File: src/hw/rtl/cro_pkg.sv
// ----------------------------------------------------------------------------
// cro_pkg: shared types and microcode for the circle rasterizer
// Holds the control word format, the step sequence ROM and the coverage
// mode masks used by the sequencer and the datapath.
// ----------------------------------------------------------------------------
package cro_pkg;

	// Command codes on func.
	localparam logic FUNC_START = 1'b0;
	localparam logic FUNC_STEP  = 1'b1;

	// Coverage modes.
	localparam logic [2:0] MODE_FULL        = 3'd0;
	localparam logic [2:0] MODE_UPPER       = 3'd1;
	localparam logic [2:0] MODE_LOWER       = 3'd2;
	localparam logic [2:0] MODE_UPPER_LEFT  = 3'd3;
	localparam logic [2:0] MODE_UPPER_RIGHT = 3'd4;
	localparam logic [2:0] MODE_LOWER_LEFT  = 3'd5;
	localparam logic [2:0] MODE_LOWER_RIGHT = 3'd6;

	// Step counter width and the addresses the program uses.
	localparam int PC_BITS = 4;
	localparam logic [PC_BITS-1:0] PC_IDLE  = 4'd0;
	localparam logic [PC_BITS-1:0] PC_SLOT0 = 4'd1;
	localparam logic [PC_BITS-1:0] PC_SLOT7 = 4'd8;

	// Jump kinds of a control word.
	localparam logic JMP_NEXT = 1'b0;  // fall through to the next word
	localparam logic JMP_GO   = 1'b1;  // go to target on a start or an active step, else idle

	// One microcode word.
	typedef struct packed {
		logic               ready;   // a command transfer may be taken here
		logic               emit;    // present one symmetric pixel slot
		logic [2:0]         slot;    // bit 0 mirror column, bit 1 mirror row, bit 2 swap
		logic               jump;
		logic [PC_BITS-1:0] target;
	} uword_t;

	// Control from the sequencer to the datapath.
	typedef struct packed {
		logic       load;     // take a new circle
		logic       advance;  // advance one step of the circle
		logic       emit;
		logic [2:0] slot;
	} ctrl_t;

	// The program: wait, then walk the eight symmetric slots. The last slot
	// word also takes the next command so items follow without a gap.
	function automatic uword_t ucode(input logic [PC_BITS-1:0] pc);
		uword_t w;
		w = '{ready: 1'b0, emit: 1'b0, slot: 3'd0, jump: JMP_GO, target: PC_IDLE};
		case (pc)
			PC_IDLE:  w = '{ready: 1'b1, emit: 1'b0, slot: 3'd0, jump: JMP_GO, target: PC_SLOT0};
			PC_SLOT0: w = '{ready: 1'b0, emit: 1'b1, slot: 3'd0, jump: JMP_NEXT, target: PC_IDLE};
			4'd2: w = '{ready: 1'b0, emit: 1'b1, slot: 3'd1, jump: JMP_NEXT, target: PC_IDLE};
			4'd3: w = '{ready: 1'b0, emit: 1'b1, slot: 3'd2, jump: JMP_NEXT, target: PC_IDLE};
			4'd4: w = '{ready: 1'b0, emit: 1'b1, slot: 3'd3, jump: JMP_NEXT, target: PC_IDLE};
			4'd5: w = '{ready: 1'b0, emit: 1'b1, slot: 3'd4, jump: JMP_NEXT, target: PC_IDLE};
			4'd6: w = '{ready: 1'b0, emit: 1'b1, slot: 3'd5, jump: JMP_NEXT, target: PC_IDLE};
			4'd7: w = '{ready: 1'b0, emit: 1'b1, slot: 3'd6, jump: JMP_NEXT, target: PC_IDLE};
			PC_SLOT7: w = '{ready: 1'b1, emit: 1'b1, slot: 3'd7, jump: JMP_GO, target: PC_SLOT0};
			default: w = '{ready: 1'b0, emit: 1'b0, slot: 3'd0, jump: JMP_GO, target: PC_IDLE};
		endcase
		return w;
	endfunction

	// Which of the eight symmetric pixels each coverage mode keeps.
	function automatic logic [7:0] mode_mask(input logic [2:0] mode);
		logic [7:0] m;
		m = 8'h00;
		case (mode)
			MODE_FULL:        m = 8'hFF;
			MODE_UPPER:       m = 8'h33;
			MODE_LOWER:       m = 8'hCC;
			MODE_UPPER_LEFT:  m = 8'h22;
			MODE_UPPER_RIGHT: m = 8'h11;
			MODE_LOWER_LEFT:  m = 8'h88;
			MODE_LOWER_RIGHT: m = 8'h44;
			default:          m = 8'h00;
		endcase
		return m;
	endfunction

endpackage

File: src/hw/rtl/cro_useq.sv
// ----------------------------------------------------------------------------
// cro_useq: microcoded step sequencer
// Runs the control program from the package ROM with a step counter and
// conditional jumps, and decodes command transfers into datapath controls.
// ----------------------------------------------------------------------------
module cro_useq (
	input  logic          clk,
	input  logic          arst_n,
	input  logic          start,
	input  logic          func,
	input  logic          running,
	output logic          busy,
	output cro_pkg::ctrl_t ctrl
);
	import cro_pkg::*;

	logic [PC_BITS-1:0] pc_q;
	logic [PC_BITS-1:0] pc_next;
	uword_t             word;
	logic               take;
	logic               go;

	// Fetch the current control word.
	assign word = ucode(pc_q);
	assign busy = !word.ready;

	// A step with no circle active is taken but does nothing.
	assign take = start && word.ready;
	assign go   = take && ((func == FUNC_START) || running);

	// Datapath controls for this cycle.
	always_comb begin
		ctrl.load    = go && (func == FUNC_START);
		ctrl.advance = go && (func == FUNC_STEP);
		ctrl.emit    = word.emit;
		ctrl.slot    = word.slot;
	end

	// Next step address.
	always_comb begin
		case (word.jump)
			JMP_NEXT: pc_next = PC_BITS'(pc_q + 1'b1);
			JMP_GO:   pc_next = go ? word.target : PC_IDLE;
			default:  pc_next = PC_IDLE;
		endcase
	end

	always_ff @(posedge clk or negedge arst_n) begin
		if (!arst_n) begin
			pc_q <= PC_IDLE;
		end else begin
			pc_q <= pc_next;
		end
	end

endmodule

File: src/hw/rtl/cro_datapath.sv
// ----------------------------------------------------------------------------
// cro_datapath: circle state, decision update and pixel output
// Holds center, step position, decision term and mode; computes one
// midpoint step and the mirrored pixel of the selected slot.
// ----------------------------------------------------------------------------
module cro_datapath #(
	parameter int COORD_BITS = 12
) (
	input  logic                         clk,
	input  logic                         arst_n,
	input  cro_pkg::ctrl_t               ctrl,
	input  logic [COORD_BITS-1:0]        center_x,
	input  logic [COORD_BITS-1:0]        center_y,
	input  logic [COORD_BITS-2:0]        radius,
	input  logic [2:0]                   cover_mode,
	output logic                         running,
	output logic                         pixel_strobe,
	output logic signed [COORD_BITS+1:0] pixel_x,
	output logic signed [COORD_BITS+1:0] pixel_y,
	output logic                         last_of_run,
	output logic                         circle_done
);
	import cro_pkg::*;

	localparam int CB = COORD_BITS;
	localparam int YW = COORD_BITS + 1;  // signed step_y
	localparam int DW = COORD_BITS + 4;  // signed decision term
	localparam int PW = COORD_BITS + 2;  // pixel coordinate

	logic [CB-1:0] cx_q;
	logic [CB-1:0] cy_q;
	logic [CB-1:0] sx_q;
	logic [YW-1:0] sy_q;
	logic [DW-1:0] dec_q;
	logic [2:0]    mode_q;
	logic          running_q;
	logic          finish_q;

	logic [CB-1:0] x_n;
	logic [YW-1:0] y_n;
	logic [DW-1:0] diff;
	logic [DW-1:0] dec_n;
	logic          dec_pos;
	logic          fin_n;

	logic [PW-1:0] cxw;
	logic [PW-1:0] cyw;
	logic [PW-1:0] xw;
	logic [PW-1:0] yw;
	logic [PW-1:0] a;
	logic [PW-1:0] b;
	logic [PW-1:0] px;
	logic [PW-1:0] py;
	logic [7:0]    rest;
	logic          keep;
	logic          last;

	logic          strobe_q;
	logic [PW-1:0] px_q;
	logic [PW-1:0] py_q;
	logic          last_q;
	logic          done_q;

	// One midpoint step: x always advances, y drops when the term is positive.
	always_comb begin
		dec_pos = !dec_q[DW-1] && (dec_q != '0);
		x_n     = CB'(sx_q + 1'b1);
		y_n     = dec_pos ? YW'(sy_q - 1'b1) : sy_q;
		diff    = DW'({{(DW-CB){1'b0}}, x_n} - {{(DW-YW){y_n[YW-1]}}, y_n});
		if (dec_pos) begin
			dec_n = DW'(dec_q + {diff[DW-3:0], 2'b00} + DW'(10));
		end else begin
			dec_n = DW'(dec_q + {{(DW-CB-2){1'b0}}, x_n, 2'b00} + DW'(6));
		end
		fin_n = $signed(y_n) < $signed({1'b0, x_n});
	end

	// Circle state.
	always_ff @(posedge clk or negedge arst_n) begin
		if (!arst_n) begin
			cx_q      <= '0;
			cy_q      <= '0;
			sx_q      <= '0;
			sy_q      <= '0;
			dec_q     <= '0;
			mode_q    <= '0;
			running_q <= 1'b0;
			finish_q  <= 1'b0;
		end else if (ctrl.load) begin
			cx_q      <= center_x;
			cy_q      <= center_y;
			mode_q    <= cover_mode;
			sx_q      <= '0;
			sy_q      <= {2'b00, radius};
			dec_q     <= DW'(DW'(3) - {{(DW-CB){1'b0}}, radius, 1'b0});
			running_q <= 1'b1;
			finish_q  <= 1'b0;
		end else if (ctrl.advance) begin
			sx_q      <= x_n;
			sy_q      <= y_n;
			dec_q     <= dec_n;
			running_q <= !fin_n;
			finish_q  <= fin_n;
		end
	end

	assign running = running_q;

	// Mirrored pixel of the current slot.
	always_comb begin
		cxw  = {2'b00, cx_q};
		cyw  = {2'b00, cy_q};
		xw   = {2'b00, sx_q};
		yw   = {sy_q[YW-1], sy_q};
		a    = ctrl.slot[2] ? yw : xw;
		b    = ctrl.slot[2] ? xw : yw;
		px   = ctrl.slot[0] ? PW'(cxw - a) : PW'(cxw + a);
		py   = ctrl.slot[1] ? PW'(cyw - b) : PW'(cyw + b);
		rest = mode_mask(mode_q) >> ctrl.slot;
		keep = rest[0];
		last = rest[0] && (rest[7:1] == 7'd0);
	end

	// Result register: one transfer per emitted slot that the mode keeps.
	always_ff @(posedge clk or negedge arst_n) begin
		if (!arst_n) begin
			strobe_q <= 1'b0;
		end else begin
			strobe_q <= ctrl.emit && keep;
		end
	end

	always_ff @(posedge clk) begin
		px_q   <= px;
		py_q   <= py;
		last_q <= last;
		done_q <= last && finish_q;
	end

	assign pixel_strobe = strobe_q;
	assign pixel_x      = px_q;
	assign pixel_y      = py_q;
	assign last_of_run  = last_q;
	assign circle_done  = done_q;

endmodule

File: src/hw/rtl/circle_rasterizer_octant_modes.sv
// ----------------------------------------------------------------------------
// circle_rasterizer_octant_modes: midpoint circle rasterizer, top level
// Draws the pixels of a circle one step at a time, filtered by a coverage
// mode (full, half or quarter).
// ----------------------------------------------------------------------------
// Usage:
// A command transfer happens at a rising edge with start high and busy low.
// func selects start (load center, radius and mode, emit the first point) or
// step (advance one point and emit its mirrored pixels). A step with no
// circle active is taken and produces nothing.
// Pixels leave on pixel_x and pixel_y, each valid for exactly one cycle with
// pixel_strobe high; last_of_run marks the last pixel of a command and
// circle_done the last pixel of the whole circle. The receiver cannot stall.
// Timing: the sequencer walks eight symmetric slots, one per cycle, for each
// start or active step, and holds busy up to the last slot word, which takes
// the next command. Slots appear in order, each pixel through the result
// register; slots not kept by the mode are skipped in the output but still
// take their place in the walk. A step while idle does not make the block busy.
// Reset clears the circle state and returns the sequencer to its idle step;
// no pixel is shown until the first start command.
// ----------------------------------------------------------------------------
module circle_rasterizer_octant_modes #(
	parameter int COORD_BITS = 12
) (
	input  logic                         clk,
	input  logic                         arst_n,
	input  logic                         start,
	output logic                         busy,
	input  logic                         func,
	input  logic [COORD_BITS-1:0]        center_x,
	input  logic [COORD_BITS-1:0]        center_y,
	input  logic [COORD_BITS-2:0]        radius,
	input  logic [2:0]                   cover_mode,
	output logic                         pixel_strobe,
	output logic signed [COORD_BITS+1:0] pixel_x,
	output logic signed [COORD_BITS+1:0] pixel_y,
	output logic                         last_of_run,
	output logic                         circle_done
);
	import cro_pkg::*;

	ctrl_t ctrl;
	logic  running;

	// Control program.
	cro_useq u_useq (
		.clk     (clk),
		.arst_n  (arst_n),
		.start   (start),
		.func    (func),
		.running (running),
		.busy    (busy),
		.ctrl    (ctrl)
	);

	// Circle state and pixel generation.
	cro_datapath #(
		.COORD_BITS(COORD_BITS)
	) u_datapath (
		.clk          (clk),
		.arst_n       (arst_n),
		.ctrl         (ctrl),
		.center_x     (center_x),
		.center_y     (center_y),
		.radius       (radius),
		.cover_mode   (cover_mode),
		.running      (running),
		.pixel_strobe (pixel_strobe),
		.pixel_x      (pixel_x),
		.pixel_y      (pixel_y),
		.last_of_run  (last_of_run),
		.circle_done  (circle_done)
	);

endmodule

File: config.mk
export PLATFORM = sky130hd
export DESIGN_NAME = circle_rasterizer_octant_modes
export DESIGN_NICKNAME = d
export VERILOG_FILES = /design/src/hw/rtl/cro_pkg.sv /design/src/hw/rtl/cro_useq.sv /design/src/hw/rtl/cro_datapath.sv /design/src/hw/rtl/circle_rasterizer_octant_modes.sv
export SDC_FILE = /design/constraint.sdc
export NUM_CORES = 1
export LEC_CHECK = 0
export BUFFER_PORTS_ARGS = -buffer_cell sky130_fd_sc_hd__buf_2
export CORE_ASPECT_RATIO = 1.5
export CORE_MARGIN = 2
export CORE_UTILIZATION = 40
export DETAILED_ROUTE_END_ITERATION = 16
export PLACE_DENSITY = 0.6
export SYNTH_ARGS = -nofsm -noshare
export SYNTH_HDL_FRONTEND = slang
export SYNTH_SLANG_ARGS = --single-unit
export TNS_END_PERCENT = 20
File: constraint.sdc
create_clock -name clk -period 14.6 [get_ports clk]
set_input_delay 0.73 -clock clk [delete_from_list [all_inputs] [get_ports clk]]
set_output_delay 0.73 -clock clk [all_outputs]
set_load 0.01 [all_outputs]
---- Word-level counts from Yosys, hierarchy flattened ----
Memory sizes are Yosys's and may differ from the RTL's.
Index checks and enable logic that the tools add are counted.
operators by class
  add/sub/neg operators ................... 13
  multipliers ............................. 0
  divide/modulo/power cells ............... 0
  magnitude comparators ................... 1
  eq/ne operators ......................... 6
  shift operators ......................... 1
  mux-type cells .......................... 19
  bitwise operators ....................... 2
  reductions and logical operators ........ 16
operators with widths
  kind                                                count
  2-to-1 mux 14 bit                                   4
  case mux 8 bit (7 select lines)                     1
  2-to-1 mux 16 bit                                   3
  2-to-1 mux 13 bit                                   3
  adder 12 x 14 -> 14 bit                             2
  subtractor 12 x 14 -> 14 bit                        2
  2-to-1 mux 12 bit                                   2
  adder 16 x 14 -> 16 bit                             1
  adder 16 bit                                        1
  adder 16 x 3 -> 16 bit, second input constant       1
  adder 16 x 4 -> 16 bit, second input constant       1
  nonzero test 16 bit                                 1
  subtractor 13 x 13 -> 14 bit                        1
  < comparator 13 bit                                 1
  subtractor 13 x 1 -> 13 bit, second input constant  1
  subtractor 2 x 12 -> 13 bit, first input constant   1
  adder 12 x 1 -> 12 bit, second input constant       1
  == test 3 bit, second input constant                3
  logical AND 1 bit                                   8
  case mux 4 bit (2 select lines)                     1
  right shift 8 x 3 -> 8 bit                          1
  zero test 7 bit                                     1
  == test 3 x 2 -> 1 bit, second input constant       2
  adder 4 x 1 -> 4 bit, second input constant         1
  8 further kinds                                     14
word-level totals
  register bits ........................... 105
  bits in latches ......................... 0
  bits in writable memories ............... 0
  bits in read-only memories .............. 112
  bits of input ports ..................... 42
  output and inout port bits .............. 32
  word-level logic and storage cells ...... 73
  memories ................................ 1
memory list
  name              depth  width  rd ports  clocked after Yosys merged registers in  wr ports  line           RTL
  (name not given)  16     7      1         0                                        0         cro_pkg.sv:53  case (pc)

---- Longest topological paths before layout ----
  depth in word-level cells ............... 9
  gate-level depth with buffers ........... 23
  mapped depth without buffers ............ 21

---- By module ----
Synthesis repeated with hierarchy kept, for this count alone.
second synthesis, totals
  cell total of the unflattened synthesis .. 982
  area, all modules ....................... 8563.2 sq um
by module, submodules not included
  module        instances  cells an instance  area an instance (sq um)  seq. area each (sq um)
  cro_datapath  1          948                8262.9                    2377.3
  cro_useq      1          34                 300.3                     100.1

---- Worst setup path after synthesis ----
Ideal clock, no wire load.
  kind .................................... register to register
  from .................................... register u_datapath.dec_q[11]
  to ...................................... register u_datapath.dec_q[14]
  arrival time ............................ 4.656 ns
  setup slack ............................. 9.813 ns
  stages on the path, launching flop included .. 23
  path through ............................ dfrtp_1 -> nor4_1 -> a41oi_2 -> clkbuf_1 -> xnor2_1 -> ha_1 -> inv_1 -> fa_1 -> a21o_1 -> a21oi_1 -> o21bai_1 -> a21oi_1 -> o21bai_1 -> a21oi_1 -> xnor2_1 -> ha_1 -> ha_1 -> and3_1 -> a21oi_1 -> a41oi_1 -> or3_1 -> a21oi_1 -> o31ai_1
on the way
  word-level cells in the longest chain between the ends .. 9
  elaborated cells on any way between the ends .. 11
  those cells by class .................... add/sub (5); mux (4); reduce/logical (2)
RTL lines
  what                          line                 RTL
  start: declaration            cro_datapath.sv:34   logic [DW-1:0] dec_q;
  start signal: assignment      cro_datapath.sv:95   dec_q <= DW'(DW'(3) - {{(DW-CB){1'b0}}, radius, 1'b0});
  start signal: assignment      cro_datapath.sv:101  dec_q <= dec_n;
  nonzero test 16 bit           cro_datapath.sv:66   dec_pos = !dec_q[DW-1] && (dec_q != '0);
  logical AND 1 bit             cro_datapath.sv:66
  2-to-1 mux 13 bit             cro_datapath.sv:68   y_n = dec_pos ? YW'(sy_q - 1'b1) : sy_q;
  subtractor 13 x 13 -> 14 bit  cro_datapath.sv:69   diff = DW'({{(DW-CB){1'b0}}, x_n} - {{(DW-YW){y_n[YW-1]}}, y_n});
  adder 16 bit                  cro_datapath.sv:71   dec_n = DW'(dec_q + {diff[DW-3:0], 2'b00} + DW'(10));
  adder 16 x 4 -> 16 bit        cro_datapath.sv:71
  2-to-1 mux 16 bit (*)         cro_datapath.sv:70   if (dec_pos) begin
  2-to-1 mux 16 bit (*)         cro_datapath.sv:98   end else if (ctrl.advance) begin
  2-to-1 mux 16 bit (*)         cro_datapath.sv:89   end else if (ctrl.load) begin
Mark *: on every way between the ends. The rest lies on a longest branch, timed or not. The select of a mux whose other input is x is not followed.
A chain may end at the register's enable or synchronous reset.

---- Worst setup path after layout ----
Same ends and word-level chain as after synthesis.

==> results.md <==
- Data arrival, critical path: 5.74 ns
- PostCTS Resize Cnt: 0
- Commonest non-fill, non-tap cell in the layout: ha_1
- Initial drt markers: 349
- Netlist cell types: 74
- Final instance area: 9720 um^2
- Register area share after synthesis: 0.280
- CTS hold repair buffers: 0
- Status: finished clean
- Via count: 7,591
- Vias in the first global route: 7,720
- Final Hold Viols: 0
- Port Buffers: 73
- Average wire per standard cell: 18.1 um
- Syn_area_per_cell: 8.68 um^2
- Syn Nets: 1,163
- Maximum clock frequency: 182 MHz
- Sum Neg Setup Slack: 0 ns
- Final Wtd Congestion: 0.958
- Synth async-reset ratio: 0.714
- Type of the tightest min-delay check: primary input to asynchronous set/reset pin
- Drc violations: 0
- Hpwl dp: 19,000 um
- Crit path top cell by count: a21oi_1
- Period utilisation layout: 0.377
- Cell Rows: 66
- Family with the most delay on the worst path: compound AO/OA/AOI/OAI gates
- Ant diodes: 0
- Number of synthesized flops with an enable pin: 0
- Crit start category: register
- Final setup vio count: 0
- Placed instance area: 9430 um^2
- Core ar.: 21,700 um^2
- Required time of the worst setup path: 14.84 ns
- Gr usage total: 0.213
- CP cell instances: nor4_1 -> nand4_1 -> nand2b_1 -> buf_4 -> a21oi_1 -> fa_1 -> a21o_1 -> a21oi_1 -> o21bai_1 -> a21oi_1 -> o21bai_1 -> a21oi_1 -> xnor2_1 -> ha_1 -> ha_1 -> and3_1 -> a21oi_1 -> a41oi_1 -> or3_1 -> a21oi_1 -> o31ai_1
- # IOs: 74
- Antenna violations before repair: 0
- Max Cap Viol: 0
- Final #Nets: 1,209
- Routed Wire Length: 24,300 um
- First-pass GRT wire length: 39,500 um
- Clock transition at the registers of the reported paths: 0.08 ns
- Primary FF master, synth: dfrtp_1
- Delay of the slowest cell on the worst path: 0.61 ns
- Nature of the critical path endpoint: register
- H-tree depth: 3
- Sink Count: 105
- CP Max Fanout: 17
- Syn. warnings: 0
- Yosys reg bits: 105
- Fillers: 2,160
- Post-CTS setup buffer count: 0
- Overall overflow remaining after global route: 0
- Clock skew: 0.0193 ns
- Slew Limit Fails: 0
- Most frequent cells in the layout: 96 x ha_1, 81 x nand2_1, 75 x dfrtp_1
- CTS tree: built
- Via density: 5.65
- RSZ-0062 raised after global routing: no
- CTS root buf: clkbuf_16
- Starting Density: 0.407
- Max_slew headroom: 0.333
- Netlist Area Pre-Place: 8850 um^2
- Slew @ Worst Pin: 0.999 ns
- CTS Buf Count: 9
- Crit path kind: register to register
- CP Buf/Inv Count: 1
- Chip height: 186 um
- First-pass iteration count of the detailed router: 4
- Clk_lat worst skew: 0.38 ns
- Antenna-violating nets left: 0
- Crit-path slowest cell: nor4_1
- Die W: 125 um
- Post-layout minimum cycle time: 5.50 ns
- DIE AREA: 23,400 um^2
- Area grow syn2layout: 9.84%
- Largest net degree at the start of global routing: 60
- Clock buffer depth: 2
- Mapped Cells: 1,020
- Layout cells sized above 1: 0.134
[Yosys cell counts (all sizes together) (11+ instances only)]
| library cell | instances | share of area |
|---|---|---|
| a31oi | 11 | 0.0078 |
| o21ai | 58 | 0.033 |
| nor2 | 74 | 0.031 |
| nand2 | 82 | 0.036 |
| nor3 | 29 | 0.016 |
| mux2i | 24 | 0.027 |
| mux2 | 27 | 0.034 |
| dfxtp | 30 | 0.068 |
| ha | 96 | 0.14 |
| dfrtp | 75 | 0.21 |
| xnor2 | 51 | 0.050 |
| o31ai | 22 | 0.019 |
| nand3 | 25 | 0.014 |
| xor2 | 51 | 0.051 |
| inv | 48 | 0.020 |
| a21oi | 67 | 0.038 |
| a211oi | 17 | 0.015 |
| buf | 16 | 0.011 |
| clkbuf | 32 | 0.014 |
| o21a | 12 | 0.010 |
| a21o | 22 | 0.019 |
| nor4 | 11 | 0.0085 |
[per-layer routing]
layer	global-route usage	part of all wire	up-vias
li1	-	-	3798
met5	0	0	-
met2	0.402	0.52	154
met4	0.102	0.040	0
met3	0.0289	0.031	50
met1	0.236	0.40	3589
[metrics by stage]
step / setup slack [ns] / hold slack [ns] / cells / util
after floorplan: 9.81 / 0.434 / 1020 / -
after global placement: 9.15 / 0.459 / 1327 / 0.434
after detailed placement: 9.09 / 0.463 / 1327 / 0.434
after CTS: 9.08 / 0.217 / 1343 / 0.448
after global routing: 8.56 / 0.219 / 1343 / 0.448
final: 9.10 / 0.216 / 1343 / 0.448
[worst reg2reg max path, delay by kind of cell, from the launching register on]
kind	cells	cell delay, ns
buffers and inverters	1	0.26
DFF	1	0.43
xor gates and xnor gates	1	0.14
and+or+nand+nor	5	1.69
AOI/OAI and AO/OA	11	1.78
adders and majority gates	3	1.07
[final timing paths]
check,from,end,slack (ns),cells after the start
setup / recovery,u_datapath.dec_q[11],u_datapath.dec_q[14],9.10,21
hold / removal,arst_n,u_datapath.dec_q[5],0.22,1
setup reg to reg,u_datapath.dec_q[11],u_datapath.dec_q[14],9.10,21
hold reg to reg,u_datapath.dec_q[0],u_datapath.dec_q[0],0.48,1
max in group asynchronous,arst_n,u_datapath.cy_q[10],13.28,2
min in group clk,u_datapath.dec_q[0],u_datapath.dec_q[0],0.48,1
[cells by family (layout without fill, tap and decap cells)]
| kind of cell | after synthesis | after routing | synth area share |
|---|---|---|---|
| fa+ha+maj | 101 | 101 | 0.147 |
| mux | 51 | 51 | 0.0615 |
| buf+inv | 96 | 147 | 0.0450 |
| simple gates | 290 | 290 | 0.159 |
| xor+xnor | 102 | 102 | 0.102 |
| flops | 105 | 105 | 0.280 |
| compound gates | 275 | 275 | 0.205 |
[sequential cells by signal, indices dropped and copies added, names as in the netlist]
signal                   flops
u_datapath.circle_done       1
u_datapath.cx_q             12
u_datapath.cy_q             12
u_datapath.dec_q            16
u_datapath.finish_q          1
u_datapath.last_of_run       1
u_datapath.mode_q            3
u_datapath.pixel_strobe      1
u_datapath.pixel_x          14
u_datapath.pixel_y          14
u_datapath.running           1
u_datapath.sx_q             12
u_datapath.sy_q             13
u_useq.pc_q                  4
[cell type report]
type	instances	area, um^2	area share
sequential	105	2480	0.255
tap	272	340	0.0350
multi-input combinational	819	5980	0.616
clock inverter	7	70.1	0.00721
inverter	48	180	0.0185
clock buffer	9	225	0.0232
timing repair buffer	83	443	0.0456
Power is not shown: default switching activity piles up to over one toggle a cycle in this logic, so the estimate is an artifact.
